File: config.mk
export PLATFORM = sky130hd
export DESIGN_NAME = four_level_page_table_walker_top
export DESIGN_NICKNAME = d
export VERILOG_FILES = /design/src/rtl/pgwalk_pkg.sv /design/src/rtl/pgwalk_in_stage.sv /design/src/rtl/pgwalk_core.sv /design/src/rtl/pgwalk_out_stage.sv /design/src/rtl/four_level_page_table_walker_top.sv
export SDC_FILE = /design/constraint.sdc
export NUM_CORES = 1
export LEC_CHECK = 0
export BUFFER_PORTS_ARGS = -buffer_cell sky130_fd_sc_hd__buf_2
export CORE_AREA = 2 2 130 226
export CTS_CLUSTER_SIZE = 10
export DETAILED_ROUTE_END_ITERATION = 10
export DIE_AREA = 0 0 132 228
export MAX_ROUTING_LAYER = met4
export PLACE_DENSITY_LB_ADDON = 0.05
export SLEW_MARGIN = 5
export SYNTH_ARGS = -nofsm -noshare
export SYNTH_HDL_FRONTEND = slang
export SYNTH_HIERARCHICAL = 1
export SYNTH_SLANG_ARGS = --single-unit
File: constraint.sdc
create_clock -name aclk -period 5.3 [get_ports aclk]
set_input_delay 0.53 -clock aclk [delete_from_list [all_inputs] [get_ports aclk]]
set_output_delay 0.53 -clock aclk [all_outputs]
set_load 0.005 [all_outputs]
File: src/rtl/pgwalk_pkg.sv
`timescale 1ns / 1ps
// shared types, codes and constants of the four-level page table walker
// no dependencies

package pgwalk_pkg;

    localparam int ADDR_W      = 52;
    localparam int VADDR_W     = 48;
    localparam int ENTRY_W     = 64;
    localparam int IDX_W       = 9;
    localparam int IN_TDATA_W  = 168;
    localparam int OUT_TDATA_W = 112;

    localparam int PRESENT_BIT = 0;
    localparam int LARGE_BIT   = 7;

    typedef logic [ADDR_W-1:0]  paddr_t;
    typedef logic [VADDR_W-1:0] vaddr_t;
    typedef logic [ENTRY_W-1:0] entry_t;
    typedef logic [IDX_W-1:0]   index_t;
    typedef logic [1:0]         level_t;

    localparam level_t LEVEL_TOP  = 2'd0;
    localparam level_t LEVEL_GIGA = 2'd1;
    localparam level_t LEVEL_MEGA = 2'd2;
    localparam level_t LEVEL_LEAF = 2'd3;

    localparam paddr_t BASE_MASK = ~paddr_t'(4'hF);
    localparam paddr_t MEGA_OFFS = paddr_t'(21'h1FFFFF);

    typedef enum logic {
        REQ_TRANSLATE = 1'b0,
        REQ_RESPONSE  = 1'b1
    } req_kind_t;

    typedef enum logic {
        RES_READ = 1'b0,
        RES_DONE = 1'b1
    } res_kind_t;

    typedef struct packed {
        req_kind_t req_type;
        paddr_t    table_base;
        vaddr_t    virt_addr;
        entry_t    mem_data;
    } walk_item_t;

    typedef struct packed {
        res_kind_t res_type;
        paddr_t    read_addr;
        paddr_t    phys_addr;
        logic      fault;
    } walk_res_t;

    function automatic index_t vaddr_index(input vaddr_t va, input level_t level);
        index_t idx;
        unique case (level)
            LEVEL_TOP:  idx = va[47:39];
            LEVEL_GIGA: idx = va[38:30];
            LEVEL_MEGA: idx = va[29:21];
            LEVEL_LEAF: idx = va[20:12];
            default:    idx = va[47:39];
        endcase
        return idx;
    endfunction

endpackage

File: src/rtl/pgwalk_in_stage.sv
`timescale 1ns / 1ps
// input register stage of the page table walker
// depends on pgwalk_pkg

module pgwalk_in_stage import pgwalk_pkg::*; (
    input  logic       aclk,
    input  logic       aresetn,
    input  logic       s_tvalid,
    output logic       s_tready,
    input  walk_item_t item_in,
    input  logic       take,
    output logic       item_valid,
    output walk_item_t item_out
);

    logic       valid_reg;
    walk_item_t item_reg;

    assign s_tready   = !valid_reg || take;
    assign item_valid = valid_reg;
    assign item_out   = item_reg;

    always_ff @(posedge aclk) begin
        if (!aresetn) begin
            valid_reg <= 1'b0;
        end else if (s_tvalid && s_tready) begin
            valid_reg <= 1'b1;
        end else if (take) begin
            valid_reg <= 1'b0;
        end
    end

    always_ff @(posedge aclk) begin
        if (s_tvalid && s_tready) begin
            item_reg <= item_in;
        end
    end

endmodule

File: src/rtl/pgwalk_core.sv
`timescale 1ns / 1ps
// walk state and single-pass step logic: request, entry check, next read
// depends on pgwalk_pkg

module pgwalk_core import pgwalk_pkg::*; #(
    parameter int PHYS_FRAME_BITS = 36
) (
    input  logic       aclk,
    input  logic       aresetn,
    input  logic       take,
    input  walk_item_t item,
    output logic       res_valid,
    output walk_res_t  res
);

    localparam paddr_t FRAME_MASK =
        paddr_t'((53'(1) << PHYS_FRAME_BITS) - 53'(1)) & ~paddr_t'(12'hFFF);

    level_t level_reg, level_next;
    logic   busy_reg, busy_next;
    vaddr_t vaddr_reg, vaddr_next;
    paddr_t frame;

    assign frame = item.mem_data[ADDR_W-1:0] & FRAME_MASK;

    always_comb begin
        res_valid      = 1'b0;
        res.res_type   = RES_READ;
        res.read_addr  = '0;
        res.phys_addr  = '0;
        res.fault      = 1'b0;
        level_next     = level_reg;
        busy_next      = busy_reg;
        vaddr_next     = vaddr_reg;
        priority if (item.req_type == REQ_TRANSLATE) begin
            res_valid     = 1'b1;
            vaddr_next    = item.virt_addr;
            level_next    = LEVEL_TOP;
            busy_next     = 1'b1;
            res.read_addr = (item.table_base & BASE_MASK)
                          + {40'b0, vaddr_index(item.virt_addr, LEVEL_TOP), 3'b0};
        end else if (busy_reg) begin
            res_valid    = 1'b1;
            res.res_type = RES_DONE;
            busy_next    = 1'b0;
            level_next   = LEVEL_TOP;
            if (level_reg != LEVEL_LEAF) begin
                priority if (!item.mem_data[PRESENT_BIT]) begin
                    res.fault = 1'b1;
                end else if (level_reg == LEVEL_GIGA && item.mem_data[LARGE_BIT]) begin
                    res.phys_addr = {item.mem_data[51:30], vaddr_reg[29:0]};
                end else if (level_reg == LEVEL_MEGA && item.mem_data[LARGE_BIT]) begin
                    res.phys_addr = (frame & ~MEGA_OFFS) | {31'b0, vaddr_reg[20:0]};
                end else begin
                    res.res_type  = RES_READ;
                    busy_next     = 1'b1;
                    level_next    = level_reg + 2'd1;
                    res.read_addr = frame
                        + {40'b0, vaddr_index(vaddr_reg, level_reg + 2'd1), 3'b0};
                end
            end else if (frame == '0) begin
                res.fault = 1'b1;
            end else begin
                res.phys_addr = frame | {40'b0, vaddr_reg[11:0]};
            end
        end else begin
            // response with no walk active is dropped
            res_valid = 1'b0;
        end
    end

    always_ff @(posedge aclk) begin
        if (!aresetn) begin
            level_reg <= LEVEL_TOP;
            busy_reg  <= 1'b0;
            vaddr_reg <= '0;
        end else if (take) begin
            level_reg <= level_next;
            busy_reg  <= busy_next;
            vaddr_reg <= vaddr_next;
        end
    end

`ifndef SYNTHESIS
    a_idle_at_top: assert property (@(posedge aclk) disable iff (!aresetn)
        !busy_reg |-> level_reg == LEVEL_TOP)
        else $error("idle walker not at top level");

    a_request_starts: assert property (@(posedge aclk) disable iff (!aresetn)
        take && item.req_type == REQ_TRANSLATE |=> busy_reg && level_reg == LEVEL_TOP)
        else $error("request did not start a walk");

    a_leaf_ends: assert property (@(posedge aclk) disable iff (!aresetn)
        take && item.req_type == REQ_RESPONSE && busy_reg && level_reg == LEVEL_LEAF
        |=> !busy_reg)
        else $error("leaf response did not end the walk");

    a_read_aligned: assert property (@(posedge aclk) disable iff (!aresetn)
        res_valid && res.res_type == RES_READ |-> res.read_addr[2:0] == 3'b0)
        else $error("entry read address not 8-byte aligned");
`endif

endmodule

File: src/rtl/pgwalk_out_stage.sv
`timescale 1ns / 1ps
// result register stage of the page table walker
// depends on pgwalk_pkg

module pgwalk_out_stage import pgwalk_pkg::*; (
    input  logic      aclk,
    input  logic      aresetn,
    input  logic      load,
    input  walk_res_t res_in,
    output logic      can_load,
    output logic      m_tvalid,
    input  logic      m_tready,
    output walk_res_t res_out
);

    logic      valid_reg;
    walk_res_t res_reg;

    assign can_load = !valid_reg || m_tready;
    assign m_tvalid = valid_reg;
    assign res_out  = res_reg;

    always_ff @(posedge aclk) begin
        if (!aresetn) begin
            valid_reg <= 1'b0;
        end else if (load) begin
            valid_reg <= 1'b1;
        end else if (m_tready) begin
            valid_reg <= 1'b0;
        end
    end

    always_ff @(posedge aclk) begin
        if (load) begin
            res_reg <= res_in;
        end
    end

endmodule

File: src/rtl/four_level_page_table_walker_top.sv
`timescale 1ns / 1ps
// four-level page table walker, top level: input register, step logic, result register
// a word accepted on s_ goes through the input register and the result register to m_
// throughput: one word per cycle on both sides unless m_ stalls (single-pass step logic)
// a response that arrives while no walk is active is consumed without a result word
// reset (aresetn low, synchronous) clears both stage valids and the walk state
// depends on pgwalk_pkg, pgwalk_in_stage, pgwalk_core, pgwalk_out_stage

module four_level_page_table_walker_top import pgwalk_pkg::*; #(
    parameter int PHYS_FRAME_BITS = 36
) (
    input  logic                   aclk,
    input  logic                   aresetn,
    input  logic                   s_tvalid,
    output logic                   s_tready,
    input  logic [IN_TDATA_W-1:0]  s_tdata,   // table_base, virt_addr, mem_data, zero pad
    input  logic                   s_tuser,   // req_type
    output logic                   m_tvalid,
    input  logic                   m_tready,
    output logic [OUT_TDATA_W-1:0] m_tdata,   // read_addr, phys_addr, fault, zero pad
    output logic                   m_tuser    // res_type
);

    walk_item_t item_in, item;
    walk_res_t  res, res_out;
    logic       item_valid, res_valid, can_load, take;

    assign item_in.req_type   = req_kind_t'(s_tuser);
    assign item_in.table_base = s_tdata[51:0];
    assign item_in.virt_addr  = s_tdata[99:52];
    assign item_in.mem_data   = s_tdata[163:100];

    assign take = item_valid && can_load;

    pgwalk_in_stage u_in (
        .aclk       (aclk),
        .aresetn    (aresetn),
        .s_tvalid   (s_tvalid),
        .s_tready   (s_tready),
        .item_in    (item_in),
        .take       (take),
        .item_valid (item_valid),
        .item_out   (item)
    );

    pgwalk_core #(
        .PHYS_FRAME_BITS (PHYS_FRAME_BITS)
    ) u_core (
        .aclk      (aclk),
        .aresetn   (aresetn),
        .take      (take),
        .item      (item),
        .res_valid (res_valid),
        .res       (res)
    );

    pgwalk_out_stage u_out (
        .aclk     (aclk),
        .aresetn  (aresetn),
        .load     (take && res_valid),
        .res_in   (res),
        .can_load (can_load),
        .m_tvalid (m_tvalid),
        .m_tready (m_tready),
        .res_out  (res_out)
    );

    assign m_tuser = res_out.res_type;
    assign m_tdata = {7'b0, res_out.fault, res_out.phys_addr, res_out.read_addr};

endmodule

==> Implementation_results.wiki <==
{| class="wikitable"
! Metric !! Value
|-
| Cell-by-cell trace of the critical path || ha_1, fa_1, a21o_1, a21oi_2, o31a_1, nor2_1, xnor2_1, o21ai_0
|-
| Hold buffer count at CTS || 0
|-
| First-pass GRT wire length || roughly 45,000 um
|-
| Largest net degree at the start of global routing || 83
|-
| Data arrival time of the worst path || ~3 ns
|-
| Yosys warnings || 6
|-
| Vias in the first global route || about 7,700
|-
| Max-capacitance violation count || 0
|-
| Final count of hold timing violations || 0
|-
| Avg Cell Area, Syn || about 13 sq um
|-
| Total clock sinks || around 290
|-
| Reg2Reg Setup Slack || around 2.4 ns
|-
| LEAKAGE || 5.18 nW
|-
| Tot Pwr || between 5 and 6 mW
|-
| Cell with the largest stage delay on the worst path || sky130_fd_sc_hd__o31a_1
|-
| ANT nets after route || 0
|-
| Area of the core || 28,400 sq um
|-
| Fin Clk Skew || around 0.009 ns
|-
| Start-to-end type of the worst setup path || register to register
|-
| Max FO, Critical Path || 9
|-
| Overall track demand over capacity in global routing || about a fifth
|-
| Post-cts resize count || 0
|-
| Wire length after detailed routing || 29,900 um
|-
| Peak clock frequency supported by timing || about 0.35 GHz
|-
| Largest register FFs || around 140
|-
| Detailed-routing iteration count for the pre-antenna-repair pass || 5
|-
| Final TNS setup || 0 ns
|-
| Area added between synthesis and finish || 21.6%
|-
| Tightest Pin Transition || between 0.7 and 0.8 ns
|-
| Clock latency reported for the late side of the worst-skew pair || ~0.51 ns
|-
| Result of the run || finished clean
|-
| Clock tree from TritonCTS || built
|-
| Die span in x || 132 um
|-
| Max Slew Vio Count || 0
|-
| Post-Syn Area || ~12,000 sq um
|-
| Power density over the cells || about 350 nW/um^2
|-
| CTS clock-pin slew for the worst setup and hold paths || ~0.060 ns
|-
| Proportion of total power due to net switching || between 20% and 30%
|-
| Post-route core utilization || between 50% and 60%
|-
| Leading cell type in the layout, fill and taps excluded || sky130_fd_sc_hd__buf_2
|-
| NumNets Final || between 1,000 and 1,500
|-
| Die height || between 200 and 250 um
|-
| Number of antenna violations at the first check in global routing || 2
|-
| Post-route fraction of the period consumed by the critical path || between 50 and 60%
|-
| Total gr overflow || 0
|-
| Clock network fraction of design power || between 40% and 50%
|-
| Number of placement rows || just over 80
|-
| Highest cell delay on the worst timing path || between 0.5 and 0.6 ns
|-
| Area after detailed placement || roughly 13,000 sq um
|-
| RSZ-0062 raised after global routing || false
|-
| PortBufs || 250
|-
| Tmin final || 2.86 ns
|-
| Initial core utilization || between 40% and 50%
|-
| Number of levels the H-tree was split into || 2
|-
| Setup Buffers After CTS || 0
|-
| DRC violation count after routing || 0
|-
| Setup Viol. Count Final || 0
|-
| Element type at the critical path end || register
|-
| Max-slew headroom at the worst pin || a little under half
|-
| Avg WL per Cell || roughly 19 um
|-
| DPL Wire Length || about 21,000 um
|-
| Power share of the sequential group || between 50% and 60%
|-
| Cell at the root of the clock tree || sky130_fd_sc_hd__clkbuf_16
|-
| Switching pwr || 1.11 mW
|-
| Cells after synthesis || about 910
|-
| Min-Delay Path Class || input port to register
|-
| Internal power consumption || around 3.9 mW
|-
| Fraction of final layout cells with drive strength greater than 1 || a little over a quarter
|-
| Leading cell types in the layout, fill and taps excluded || 250 x sky130_fd_sc_hd__buf_2, 245 x sky130_fd_sc_hd__edfxtp_1, 147 x sky130_fd_sc_hd__nand2_1
|-
| Via Count || a little under 8,000
|-
| Area of all placed cells without fillers || 14,300 sq um
|-
| Via count normalized by instance count || around 5.1
|-
| Maximum VDD drop || roughly 0.00025 V
|-
| Number of buffers inserted during clock tree synthesis || 34
|-
| Die ar. || about 30,000 sq um
|-
| Share of power burned in combinational logic || under 10%
|-
| Req. time, crit path || between 5 and 6 ns
|-
| Iteration-0 DRC Markers || 477
|-
| IO Count || roughly 290
|-
| RePlAce Congestion || ~0.84
|-
| Maximum clock path buffer count || 3
|-
| Fill count || between 2,000 and 3,000
|-
| Startpoint type of the worst setup path || register
|}
power groups by stage:
stage                     Sequential (mW)  Combinational (mW)  Clock (mW)
after floorplan                      2.71               0.178           0
after global placement               2.72               0.330           0
after detailed placement             2.72               0.333           0
after CTS                            2.68               0.335        2.12
after global routing                 2.69               0.366        2.20
final                                2.68               0.328        2.05
metrics by stage:
step | std cells | hold WS, ns | worst slack [ns]
after floorplan | 913 | 0.439 | 1.57
after global placement | 1496 | 0.447 | 2.50
after detailed placement | 1496 | 0.454 | 2.49
after CTS | 1546 | 0.161 | 2.46
after global routing | 1548 | 0.167 | 2.32
final | 1548 | 0.191 | 2.44
path summary, 6_finish.rpt:
kind	start	to	cells after the start
min	s_tdata[122]	u_in/item_out[22]	1
max	u_in/item_out[104]	u_out/res_out[79]	8
max reg2reg	u_in/item_out[104]	u_out/res_out[79]	8
min reg2reg	u_core/vaddr_reg[10]	u_core/vaddr_reg[10]	2
final cells by class:
cell class	count	area [sq um]	area share, %
sequential	289	8240	57.5
multi-input combinational	559	3280	22.9
timing repair buffer	263	1360	9.51
clock buffer	49	928	6.48
tap	378	473	3.30
inverter	7	26.3	0.183
clock inverter	1	8.76	0.0612
antenna	2	5.00	0.0349
critical path, delay by kind of cell, from the launching register on:
kind / cells / cell delay [ns]
compound gates: 4 / 1.09
flops: 1 / 0.36
xor+xnor: 1 / 0.20
simple gates: 1 / 0.29
fa+ha+maj: 2 / 0.64
metal layers:
metal,wire length (um),vias to the layer above,GRT usage [%],share of wire [%]
li1,-,3787,-,-
met1,11000,3754,21.7,37
met2,16300,254,36.6,55
met3,1330,66,3.33,4.5
met4,1240,0,9.38,4.2
met5,0,-,-,0
No activity file was read; power rests on OpenSTA's default activity.
